`src/hw/rtl/cagrid_pkg.sv`:
```
package cagrid_pkg;

    // Default grid dimensions: inner area plus a one-cell frame.
    localparam int unsigned INNER_SIZE_DEF = 8;
    localparam int unsigned FULL_SIZE_DEF  = 10;

    // Request kinds.
    localparam logic [1:0] KIND_WRITE = 2'd0;
    localparam logic [1:0] KIND_STEP  = 2'd1;
    localparam logic [1:0] KIND_READ  = 2'd2;

    // One request transfer.
    typedef struct packed {
        logic [1:0] req_type;
        logic [3:0] row;
        logic [3:0] col;
        logic       cell_in;
    } req_t;

    // One result transfer.
    typedef struct packed {
        logic       cell_out;
        logic [1:0] done_kind;
    } rsp_t;

    // Commands from the controller to the datapath.
    typedef struct packed {
        logic load_req;
        logic clear_step;
        logic sweep_step;
        logic access;
    } ctl_cmd_t;

    // Status from the datapath to the controller.
    typedef struct packed {
        logic last_pos;
    } dp_sts_t;

endpackage

```
`src/hw/rtl/cagrid_ctrl.sv`:
```
module cagrid_ctrl (
    input  logic                clk,
    input  logic                rst_n,
    input  logic                start,
    input  logic [1:0]          kind,
    input  cagrid_pkg::dp_sts_t sts,
    output cagrid_pkg::ctl_cmd_t cmd,
    output logic                busy,
    output logic                done
);
    import cagrid_pkg::*;

    typedef enum logic [2:0] {
        ST_CLEAR,
        ST_IDLE,
        ST_ACCESS,
        ST_SWEEP,
        ST_FLUSH,
        ST_RESP
    } state_t;

    state_t state_reg;
    logic   done_reg;

    // State register and the registered result strobe.
    always_ff @(posedge clk or negedge rst_n)
    begin
        if (!rst_n)
        begin
            state_reg <= ST_CLEAR;
            done_reg  <= 1'b0;
        end
        else
        begin
            // The strobe is high in the last busy cycle of an access or a sweep.
            done_reg <= (state_reg == ST_ACCESS) || (state_reg == ST_FLUSH);
            unique case (state_reg)
                ST_CLEAR:
                begin
                    if (sts.last_pos)
                    begin
                        state_reg <= ST_IDLE;
                    end
                end
                ST_IDLE:
                begin
                    if (start)
                    begin
                        if (kind == KIND_WRITE || kind == KIND_READ)
                        begin
                            state_reg <= ST_ACCESS;
                        end
                        else if (kind == KIND_STEP)
                        begin
                            state_reg <= ST_SWEEP;
                        end
                    end
                end
                ST_ACCESS:
                begin
                    state_reg <= ST_RESP;
                end
                ST_SWEEP:
                begin
                    if (sts.last_pos)
                    begin
                        state_reg <= ST_FLUSH;
                    end
                end
                ST_FLUSH:
                begin
                    state_reg <= ST_RESP;
                end
                ST_RESP:
                begin
                    state_reg <= ST_IDLE;
                end
                default:
                begin
                    state_reg <= ST_IDLE;
                end
            endcase
        end
    end

    // Command decode from the current state.
    always_comb
    begin
        cmd.load_req   = (state_reg == ST_IDLE) && start;
        cmd.clear_step = (state_reg == ST_CLEAR);
        cmd.sweep_step = (state_reg == ST_SWEEP);
        cmd.access     = (state_reg == ST_ACCESS);
    end

    assign busy = (state_reg != ST_IDLE);
    assign done = done_reg;

    // The result strobe lasts exactly one cycle.
    a_done_pulse: assert property (@(posedge clk) disable iff (!rst_n)
        done |=> !done)
        else $error("result strobe held longer than one cycle");

    // A result only follows a single access or the end of a sweep.
    a_done_source: assert property (@(posedge clk) disable iff (!rst_n)
        $rose(done) |-> ($past(state_reg) == ST_ACCESS || $past(state_reg) == ST_FLUSH))
        else $error("result strobe without a finished request");

    // The last sweep position always leads into the flush cycle.
    a_sweep_end: assert property (@(posedge clk) disable iff (!rst_n)
        (state_reg == ST_SWEEP && sts.last_pos) |=> (state_reg == ST_FLUSH))
        else $error("sweep did not end after its last position");

endmodule

```
`src/hw/rtl/cagrid_dp.sv`:
```
module cagrid_dp #(
    parameter int unsigned INNER_SIZE = cagrid_pkg::INNER_SIZE_DEF,
    parameter int unsigned FULL_SIZE  = cagrid_pkg::FULL_SIZE_DEF
) (
    input  logic                 clk,
    input  logic                 rst_n,
    input  cagrid_pkg::ctl_cmd_t cmd,
    input  cagrid_pkg::req_t     request,
    output cagrid_pkg::dp_sts_t  sts,
    output cagrid_pkg::rsp_t     result
);
    import cagrid_pkg::*;

    localparam int unsigned DEPTH = FULL_SIZE * FULL_SIZE;
    localparam int unsigned AW    = $clog2(DEPTH);
    localparam int unsigned CW    = $clog2(FULL_SIZE);
    localparam int unsigned LIVE  = (INNER_SIZE < FULL_SIZE - 2) ? INNER_SIZE : FULL_SIZE - 2;
    // Shift line spans two full rows plus three cells of the raster stream.
    localparam int unsigned SRL   = 2 * FULL_SIZE + 3;

    logic [DEPTH-1:0] mem;
    logic [SRL-1:0]   sr_reg;

    req_t          req_reg;
    logic [AW-1:0] pos_addr_reg;
    logic [CW-1:0] pos_r_reg;
    logic [CW-1:0] pos_c_reg;
    logic          win_valid_reg;
    logic [AW-1:0] win_addr_reg;
    logic [CW-1:0] win_r_reg;
    logic [CW-1:0] win_c_reg;

    logic          last_pos;
    logic          addr_ok;
    logic [AW-1:0] req_addr;
    logic [AW-1:0] center_addr;
    logic [3:0]    nbr_count;
    logic          center_inner;
    logic          sweep_we;
    logic          mem_we;
    logic [AW-1:0] mem_waddr;
    logic          mem_wdata;
    logic [AW-1:0] mem_raddr;
    logic          shift_en;

    // Latch the request on its transfer.
    always_ff @(posedge clk)
    begin
        if (cmd.load_req)
        begin
            req_reg <= request;
        end
    end

    assign addr_ok  = (32'(req_reg.row) < FULL_SIZE) && (32'(req_reg.col) < FULL_SIZE);
    assign req_addr = AW'(32'(req_reg.row) * FULL_SIZE + 32'(req_reg.col));

    // Raster position counter, shared by the clearing pass and the sweep.
    assign last_pos = (pos_r_reg == CW'(FULL_SIZE - 1)) && (pos_c_reg == CW'(FULL_SIZE - 1));

    always_ff @(posedge clk or negedge rst_n)
    begin
        if (!rst_n)
        begin
            pos_addr_reg <= '0;
            pos_r_reg    <= '0;
            pos_c_reg    <= '0;
        end
        else if (cmd.clear_step || cmd.sweep_step)
        begin
            if (last_pos)
            begin
                pos_addr_reg <= '0;
                pos_r_reg    <= '0;
                pos_c_reg    <= '0;
            end
            else
            begin
                pos_addr_reg <= pos_addr_reg + AW'(1);
                if (pos_c_reg == CW'(FULL_SIZE - 1))
                begin
                    pos_c_reg <= '0;
                    pos_r_reg <= pos_r_reg + CW'(1);
                end
                else
                begin
                    pos_c_reg <= pos_c_reg + CW'(1);
                end
            end
        end
    end

    // Position of the newest cell in the shift line.
    always_ff @(posedge clk or negedge rst_n)
    begin
        if (!rst_n)
        begin
            win_valid_reg <= 1'b0;
        end
        else
        begin
            win_valid_reg <= cmd.sweep_step;
        end
    end

    always_ff @(posedge clk)
    begin
        if (cmd.sweep_step)
        begin
            win_addr_reg <= pos_addr_reg;
            win_r_reg    <= pos_r_reg;
            win_c_reg    <= pos_c_reg;
        end
    end

    // The window is centered one row and one column behind the newest cell.
    assign center_addr  = win_addr_reg - AW'(FULL_SIZE + 1);
    assign center_inner = (win_r_reg >= CW'(2)) && (win_c_reg >= CW'(2))
                       && (win_r_reg <= CW'(LIVE + 1)) && (win_c_reg <= CW'(LIVE + 1));

    // Neighbor count from the fixed taps of the shift line.
    assign nbr_count = 4'(sr_reg[0]) + 4'(sr_reg[1]) + 4'(sr_reg[2])
                     + 4'(sr_reg[FULL_SIZE]) + 4'(sr_reg[FULL_SIZE + 2])
                     + 4'(sr_reg[2 * FULL_SIZE]) + 4'(sr_reg[2 * FULL_SIZE + 1])
                     + 4'(sr_reg[2 * FULL_SIZE + 2]);

    assign sweep_we = win_valid_reg && center_inner
                   && (nbr_count == 4'd2 || nbr_count == 4'd0 || nbr_count == 4'd4);

    // Write port selection.
    always_comb
    begin
        mem_we    = 1'b0;
        mem_waddr = pos_addr_reg;
        mem_wdata = 1'b0;
        priority if (cmd.clear_step)
        begin
            mem_we = 1'b1;
        end
        else if (cmd.access)
        begin
            mem_we    = (req_reg.req_type == KIND_WRITE) && addr_ok;
            mem_waddr = req_addr;
            mem_wdata = req_reg.cell_in;
        end
        else
        begin
            mem_we    = sweep_we;
            mem_waddr = center_addr;
            mem_wdata = (nbr_count == 4'd2);
        end
    end

    assign mem_raddr = cmd.access ? req_addr : pos_addr_reg;
    assign shift_en  = cmd.access || cmd.sweep_step;

    // Grid memory; its read data lands in the head of the shift line.
    always_ff @(posedge clk)
    begin
        if (mem_we)
        begin
            mem[mem_waddr] <= mem_wdata;
        end
        if (shift_en)
        begin
            sr_reg <= {sr_reg[SRL-2:0], mem[mem_raddr]};
        end
    end

    assign sts.last_pos     = last_pos;
    assign result.cell_out  = (req_reg.req_type == KIND_READ) && addr_ok && sr_reg[0];
    assign result.done_kind = req_reg.req_type;

    // A window write never lands on the cell being read in the same cycle.
    a_no_collision: assert property (@(posedge clk) disable iff (!rst_n)
        (sweep_we && cmd.sweep_step) |-> (center_addr != pos_addr_reg))
        else $error("sweep write hits the current read address");

    // The window is only live in the cycle after a sweep read.
    a_win_follows: assert property (@(posedge clk) disable iff (!rst_n)
        win_valid_reg |-> $past(cmd.sweep_step))
        else $error("window valid without a preceding sweep read");

    // Sweep and clearing pass never overlap.
    a_clear_alone: assert property (@(posedge clk) disable iff (!rst_n)
        cmd.clear_step |-> (!win_valid_reg && !cmd.sweep_step && !cmd.access))
        else $error("clearing pass overlaps other grid traffic");

endmodule

```
`src/hw/rtl/cellular_automaton_grid_step.sv`:
```
// Single-cell write or read: the request transfer moves the sequencer to ST_ACCESS,
// the result strobe comes in ST_RESP, and the block is then ready for the next request.
// Generation step: one cell per cycle through the grid memory read and write ports,
// then ST_FLUSH writes the last window and the result strobe comes in ST_RESP.
// After reset a clearing pass over all FULL_SIZE*FULL_SIZE cells holds busy high.
// Results are shown for one cycle only; the receiver cannot stall them.
module cellular_automaton_grid_step #(
    parameter int unsigned INNER_SIZE = cagrid_pkg::INNER_SIZE_DEF,
    parameter int unsigned FULL_SIZE  = cagrid_pkg::FULL_SIZE_DEF
) (
    input  logic             clk,
    input  logic             rst_n,
    input  logic             start,
    output logic             busy,
    input  cagrid_pkg::req_t request,
    output logic             done,
    output cagrid_pkg::rsp_t result
);
    import cagrid_pkg::*;

    ctl_cmd_t cmd;
    dp_sts_t  sts;

    // Sequencer for clearing, single accesses and generation sweeps.
    cagrid_ctrl u_ctrl (
        .clk   (clk),
        .rst_n (rst_n),
        .start (start),
        .kind  (request.req_type),
        .sts   (sts),
        .cmd   (cmd),
        .busy  (busy),
        .done  (done)
    );

    // Grid memory, window shift line and update logic.
    cagrid_dp #(
        .INNER_SIZE (INNER_SIZE),
        .FULL_SIZE  (FULL_SIZE)
    ) u_dp (
        .clk     (clk),
        .rst_n   (rst_n),
        .cmd     (cmd),
        .request (request),
        .sts     (sts),
        .result  (result)
    );

endmodule

```
`config.mk`:
```
export PLATFORM = sky130hd
export DESIGN_NAME = cellular_automaton_grid_step
export DESIGN_NICKNAME = d
export VERILOG_FILES = /design/src/hw/rtl/cagrid_pkg.sv /design/src/hw/rtl/cagrid_ctrl.sv /design/src/hw/rtl/cagrid_dp.sv /design/src/hw/rtl/cellular_automaton_grid_step.sv
export SDC_FILE = /design/constraint.sdc
export NUM_CORES = 1
export LEC_CHECK = 0
export BUFFER_PORTS_ARGS = -buffer_cell sky130_fd_sc_hd__buf_4
export CAP_MARGIN = 30
export CORE_UTILIZATION = 37
export CTS_BUF_LIST = sky130_fd_sc_hd__clkbuf_4 sky130_fd_sc_hd__clkbuf_8 sky130_fd_sc_hd__clkbuf_16
export DETAILED_ROUTE_END_ITERATION = 8
export GPL_ROUTABILITY_DRIVEN = 0
export PLACE_DENSITY = 0.53
export SLEW_MARGIN = 20
export SYNTH_ARGS = -nofsm -noshare
export SYNTH_HDL_FRONTEND = slang
export SYNTH_SLANG_ARGS = --single-unit
```
`constraint.sdc`:
```
create_clock -name clk -period 8.1 [get_ports clk]
set_input_delay 0.81 -clock clk [delete_from_list [all_inputs] [get_ports clk]]
set_output_delay 0.81 -clock clk [all_outputs]
set_load 0.005 [all_outputs]
```
=== Yosys cells after proc, flatten, opt, wreduce, memory -nomap -nowiden ===
Index checks and enable logic that the tools add are counted.

* $add $sub $neg: 12
* Multipliers: 1
* Divide/modulo/power cells: 0
* $lt $le $gt $ge: 9
* Equal/unequal tests: 16
* Shifts and indexed selects: 0
* Muxes and demuxes: 23
* Bitwise operators: 0
* Reductions and logical operators: 26

{| class="wikitable"
|+ Operator list
! cell !! number
|-
| $bwmux W100 || 1
|-
| $mux W7 || 4
|-
| $add A4 B1 Y4 || 6
|-
| $lt A7 B8 Y1 const B || 2
|-
| $mux W4 || 4
|-
| $mux W3 || 5
|-
| $logic_and A1 B1 Y1 || 12
|-
| $pmux W3 S4 || 1
|-
| $add A4 B1 Y4 const B || 2
|-
| $eq A4 B4 Y1 const B || 2
|-
| $ge A4 B2 Y1 const B || 2
|-
| $le A4 B4 Y1 const B || 2
|-
| $lt A4 B4 Y1 const B || 2
|-
| $add A7 B1 Y7 const B || 1
|-
| $add A7 B4 Y7 || 1
|-
| $bmux W1 S7 || 1
|-
| $demux W1 S7 || 1
|-
| $ge A7 B1 Y1 const B || 1
|-
| $sub A7 B4 Y7 const B || 1
|-
| $eq A3 B2 Y1 const B || 2
|-
| $logic_or A1 B1 Y1 || 6
|-
| $mul A4 B3 Y6 const B || 1
|-
| $mux W1 || 6
|-
| $ne A2 B2 Y1 const B || 3
|-
| 15 further kinds || 18
|}

* Register bits after elaboration: 169
* Latch bits: 0
* Memory bits (writable): 0
* Bits in read-only memories: 0
* Output and inout bits: 5
* Memories: 0

=== Depth between registers and ports, before layout ===
* Depth after elaboration: 13
* Mapped depth: 15
* Depth with buffers taken out: 14

=== Hierarchy ===
Synthesis repeated with hierarchy kept, for this count alone.

* Cells, all modules: 628
* Area total of the unflattened synthesis: 7932.6 um^2

{| class="wikitable"
|+ By module, submodules not included
! module !! times used !! cells each !! area an instance (um^2)
|-
| cagrid_dp || 1 || 605 || 7707.4
|-
| cagrid_ctrl || 1 || 23 || 225.2
|}

=== Least setup slack after synthesis ===
No wires, ideal clock.

* Kind: reg2reg
* Start: reg u_dp.sr_reg[0]
* End: reg u_dp.mem[0], data pin
* Data arrival time: 5718 ps
* Required time: 7360 ps
* Path slack: 1642 ps
* Cell stages (with the launch flop): 12
* Path buffers: 0
* Clock period less this slack: 6458 ps
* Cells stage by stage: edfxtp_1 > ha_1 > inv_1 > fa_1 > fa_1 > inv_1 > fa_1 > fa_1 > xnor2_1 > nand2_1 > or3_1 > a21oi_1

* Word-level cells in the longest chain between the ends: 11

{| class="wikitable"
|+ RTL lines
! item !! RTL line !! RTL
|-
| start, declared || cagrid_dp.sv:22 || <nowiki>logic [SRL-1:0] sr_reg;</nowiki>
|-
| start signal, assigned || cagrid_dp.sv:166 || <nowiki>sr_reg <= {sr_reg[SRL-2:0], mem[mem_raddr]};</nowiki>
|-
| $add A1 B1 Y2 || cagrid_dp.sv:122 || <nowiki>assign nbr_count = 4'(sr_reg[0]) + 4'(sr_reg[1]) + 4'(sr_reg[2])</nowiki>
|-
| $add A4 B1 Y4 || cagrid_dp.sv:122 ||
|-
| $add A4 B1 Y4 (2 in a row) || cagrid_dp.sv:123 || <nowiki>+ 4'(sr_reg[FULL_SIZE]) + 4'(sr_reg[FULL_SIZE + 2])</nowiki>
|-
| $add A4 B1 Y4 (2 in a row) || cagrid_dp.sv:124 || <nowiki>+ 4'(sr_reg[2 * FULL_SIZE]) + 4'(sr_reg[2 * FULL_SIZE + 1])</nowiki>
|-
| $add A4 B1 Y4 || cagrid_dp.sv:125 || <nowiki>+ 4'(sr_reg[2 * FULL_SIZE + 2]);</nowiki>
|-
| $eq A4 B2 Y1 || cagrid_dp.sv:150 || <nowiki>mem_wdata = (nbr_count == 4'd2);</nowiki>
|-
| $mux W1 || cagrid_dp.sv:140 || <nowiki>else if (cmd.access)</nowiki>
|-
| $mux W1 || cagrid_dp.sv:136 || <nowiki>priority if (cmd.clear_step)</nowiki>
|-
| named net u_dp.mem_wdata || cagrid_dp.sv:42 || <nowiki>logic mem_wdata;</nowiki>
|-
| $bwmux W100 || cagrid_dp.sv:162 || <nowiki>mem[mem_waddr] <= mem_wdata;</nowiki>
|-
| end signal, assigned by index || cagrid_dp.sv:162 ||
|-
| end, declared || cagrid_dp.sv:21 || <nowiki>logic [DEPTH-1:0] mem;</nowiki>
|}

The timed path passes the listed nets, and every way through them passes these cells.
A chain may end at the register's enable or synchronous reset.

=== Worst setup path in the final report ===
* Start: reg u_dp.sr_reg[0]
* End: reg u_dp.mem[98] (enable)

* Word-level cells in the longest chain between the ends: 13

{| class="wikitable"
|+ RTL lines
! item !! RTL line !! RTL
|-
| $add A1 B1 Y2 * || cagrid_dp.sv:122 ||
|-
| $add A4 B1 Y4 * || cagrid_dp.sv:122 ||
|-
| $add A4 B1 Y4 * (2 in a row) || cagrid_dp.sv:123 ||
|-
| $add A4 B1 Y4 * (2 in a row) || cagrid_dp.sv:124 ||
|-
| $add A4 B1 Y4 * || cagrid_dp.sv:125 ||
|-
| $eq A4 B2 Y1 / $logic_not A4 Y1 (equally long branches) || cagrid_dp.sv:128 || <nowiki>&& (nbr_count == 4'd2 || nbr_count == 4'd0 || nbr_count == 4'd4);</nowiki>
|-
| $logic_or A1 B1 Y1 || cagrid_dp.sv:128 ||
|-
| $logic_or A1 B1 Y1 * || cagrid_dp.sv:128 ||
|-
| $logic_and A1 B1 Y1 * || cagrid_dp.sv:128 ||
|-
| $mux W1 * || cagrid_dp.sv:140 ||
|-
| $mux W1 * || cagrid_dp.sv:136 ||
|}

Every way passes the cells marked *; elsewhere a longest branch is shown, timed or not.

==> impl_results.md <==
* Outcome: finished clean
* CP dominant cell by count: fa_1
* Peak supply drop at 0.252 mV
* MaxCap Viol Count at 0
* Clk slew on worst S/H paths at 0.07 ns
* Number of diodes at 0
* Slew HR at 35.3%
* Seq/Total Area, Yosys at 61.6%
* Synth top area cells: edfxtp_1 (55%), dfrtp_1 (6.3%), nor2_1 (5.7%)
* Syn nets at 713
* First-pass GRT wire length at 29500 um
* Die Y-Extent at 149 um
* Sink Count at 167
* Power Dens Cells at 446 mW/mm2
* Compound-gate portion of the synthesized area at 9.90%
* Total Wirelength at 18800 um
* Mapped Area at 0.00797 mm2
* Standard-cell rows at 53
* Share of post-route cells with drive strength above 1 at 11.1%
* Gr usage total at 17.9%
* Leak at 3.17 nW
* Met2 routed WL at 8830 um
* Vias in the first global route at 5262
* Yosys reg bits at 167
* Finish-stage setup viols at 0
* Dpl hpwl at 12100 um
* Clk_lat worst skew at 0.43 ns
* Crit path DAT at 4.93 ns
* Die Wd at 149 um
* Crit path kind: flop to flop
* Vias at 5341
* Adder-cell share of the synthesized area at 3.86%
* Hold slack at 0.254 ns
* Fin nets at 727
* Hold buffers post-CTS at 0
* Fmax at 208 MHz
* Initial DRC Count at 386
* Primary FF master, synth: edfxtp_1
* Worst hold-check path type: input port to asynchronous set/reset pin
* Sum Neg Setup Slack at 0 ns
* Fill count at 2002
* H-tree depth at 4
* Yosys top cell area share at 55.4%
* Gr ovfl total at 0
* Startpoint types: flop
* Top layer in use: met4
* CTS Buf Count at 17
* Worst Tran Pin Value at 0.971 ns
* Syn. warnings at 0
* Finished Layout Cells at 980
* Area delta synth->final at 12.8%
* M1 WL at 8740 um
* Crit path cell chain: ha_1 > inv_1 > fa_1 > fa_1 > inv_1 > fa_1 > fa_1 > xnor2_1 > o21ai_0 > nor4_1 > a21oi_1 > nor2_1 > nand3_1 > nor2_1
* Slew Viols, Final at 0
* Worst path bufs/invs at 2
* Clock buffer depth at 2
* Distinct cells, synth at 66
* Final Hold Fails at 0
* CP max stage delay at 0.64 ns
* CTS tree: built
* Worst-path fanout max at 13
* Met3 WL post-DR at 1060 um
* Max stage delay cell, worst path: nand3_1
* WL per Instance at 19.2 um
* Die area at 0.0221 mm2
* Syn_area_per_cell at 11.8 um2
* Final period util at 59.5%
* Main combinational cell family by area after synthesis: simple AND/OR/NAND/NOR gates
* CP top delay family: adder cells
* Postcts setup bufs at 0
* Clock Root Buffer: clkbuf_16
* Cells after Synth at 678
* Req. time, crit path at 8.22 ns
* Post-Synth Simple-Gate Area at 16.2%
* Overall power at 4.01 mW
* Post-synth EDFFs at 147
* Crit path time final at 4.82 ns
* Routed Antenna Nets at 0
* Final Util at 42.6%
* Flip-flop count of the largest register after layout at 100
* Xor and xnor area share after synthesis at 1.21%
* Mux contribution to synthesized area at 4.16%
* Number of antenna violations at the first check in global routing at 0
* Initial Utilization at 37.8%
* Crit end category: flop
* Synth area leader: edfxtp_1
* Core footprint at 0.0211 mm2
* Detailed-router iteration count before antenna repair at 7
* Asr flop ratio synth at 12.0%
* Placed insts at 944
* Post-CTS Resized at 0
* Vias/cell at 5.45
* DRC errors left at 0
* Largest net degree at the start of global routing at 57
* Final Skew at 0.0145 ns
* Ports at 19
* Port bufs at 18
* RSZ-0062 raised after global routing: no
[cells in the final DEF, fill, tap and decap left out, types with 6 or more instances in the layout]
master and n:
o21ai_0 28, nand2_1 76, nor3_1 7, edfxtp_1 147, inv_1 20, buf_4 24, dfrtp_1 20, and3_1 10
nand3b_1 10, xor2_1 6, a21o_1 8, clkbuf_16 17, nor2_1 122, ha_1 15, mux2i_1 25, mux2_2 6
fa_1 6, a21oi_1 17, a211oi_1 7, nand3_1 22
[final cells by class]
type,count,area [um2],area share (%)
Inverter,20,75.1,0.835
Sequential cell,167,4910,54.6
Tap cell,275,344,3.83
Multi-Input combinational cell,458,2830,31.5
Clock inverter,15,165,1.84
Clock buffer,17,425,4.73
Timing Repair Buffer,28,235,2.62
[worst reg2reg max path: stages, from the launching register on]
cell,delay [ns]
edfxtp_1,0.44
ha_1,0.32
inv_1,0.07
fa_1,0.42
fa_1,0.49
inv_1,0.05
fa_1,0.40
fa_1,0.40
xnor2_1,0.22
o21ai_0,0.10
nor4_1,0.27
a21oi_1,0.14
nor2_1,0.24
nand3_1,0.64
nor2_1,0.32
[power breakdown]
part           total (mW)  switching [mW]  leakage (nW)  internal (mW)
registers            1.49           0.117          1.62           1.37
logic                1.70            1.15          1.27          0.550
clock network       0.823           0.362         0.285          0.461
[cells in the mapped netlist (all sizes together), types with 3 or more instances]
master and n:
nand2 76, mux2 6, a31oi 3, fa 6
a311oi 5, o221ai 4, a211oi 7, nor4 6
mux2i 26, inv 20, nand3b 10, o21ai 28
nand4 3, o31ai 3, dfrtp 20, and2 4
a21o 8, o22ai 4, nor2 122, clkbuf 12
buf 21, nand3 22, a311o 3, o211ai 6
or3 5, edfxtp 147, ha 15, and3 10
xnor2 5, a22o 3, xor2 6, a21oi 19
nor3 8, nor2b 4
[logic make-up (layout without fill, tap and decap cells)]
| kind of cell | Yosys count | count (layout) |
|---|---|---|
| AND/OR/NAND/NOR | 281 | 281 |
| flip-flops | 167 | 167 |
| AO/OA/AOI/OAI | 113 | 113 |
| buffers and inverters | 53 | 80 |
| multiplexers | 32 | 32 |
| adder cells (fa/ha/maj) | 21 | 21 |
| XOR/XNOR | 11 | 11 |
[metal layers]
metal  track usage (%)  vias up
met2              28.4      149
met4              4.69        0
met3              3.58       15
li1                  -     2504
met5                 0        -
met1              24.9     2673
[per-stage QoR]
step,setup slack [ns],instance area (um2)
after CTS,3.10,8950
after global placement,3.33,8330
final,3.28,8990
after floorplan,1.64,7970
after global routing,2.99,8990
after detailed placement,3.11,8360
[worst paths after layout]
kind / slack (ns) / cells past startpoint / endpoint / from
hold reg to reg: 0.42 / 0 / u_dp.sr_reg[8]$_DFFE_PP_ / u_dp.sr_reg[7]$_DFFE_PP_
max in group asynchronous: 7.61 / 1 / u_dp.pos_addr_reg[5]$_DFFE_PN0P_ / rst_n
hold / removal: 0.25 / 1 / u_dp.pos_r_reg[3]$_DFFE_PN0P_ / rst_n
setup reg to reg: 3.28 / 14 / u_dp.mem[98]$_DFFE_PP_ / u_dp.sr_reg[0]$_DFFE_PP_
min in group clk: 0.42 / 0 / u_dp.sr_reg[8]$_DFFE_PP_ / u_dp.sr_reg[7]$_DFFE_PP_
setup / recovery: 3.28 / 14 / u_dp.mem[98]$_DFFE_PP_ / u_dp.sr_reg[0]$_DFFE_PP_
No activity file was read; power rests on OpenSTA's default activity.
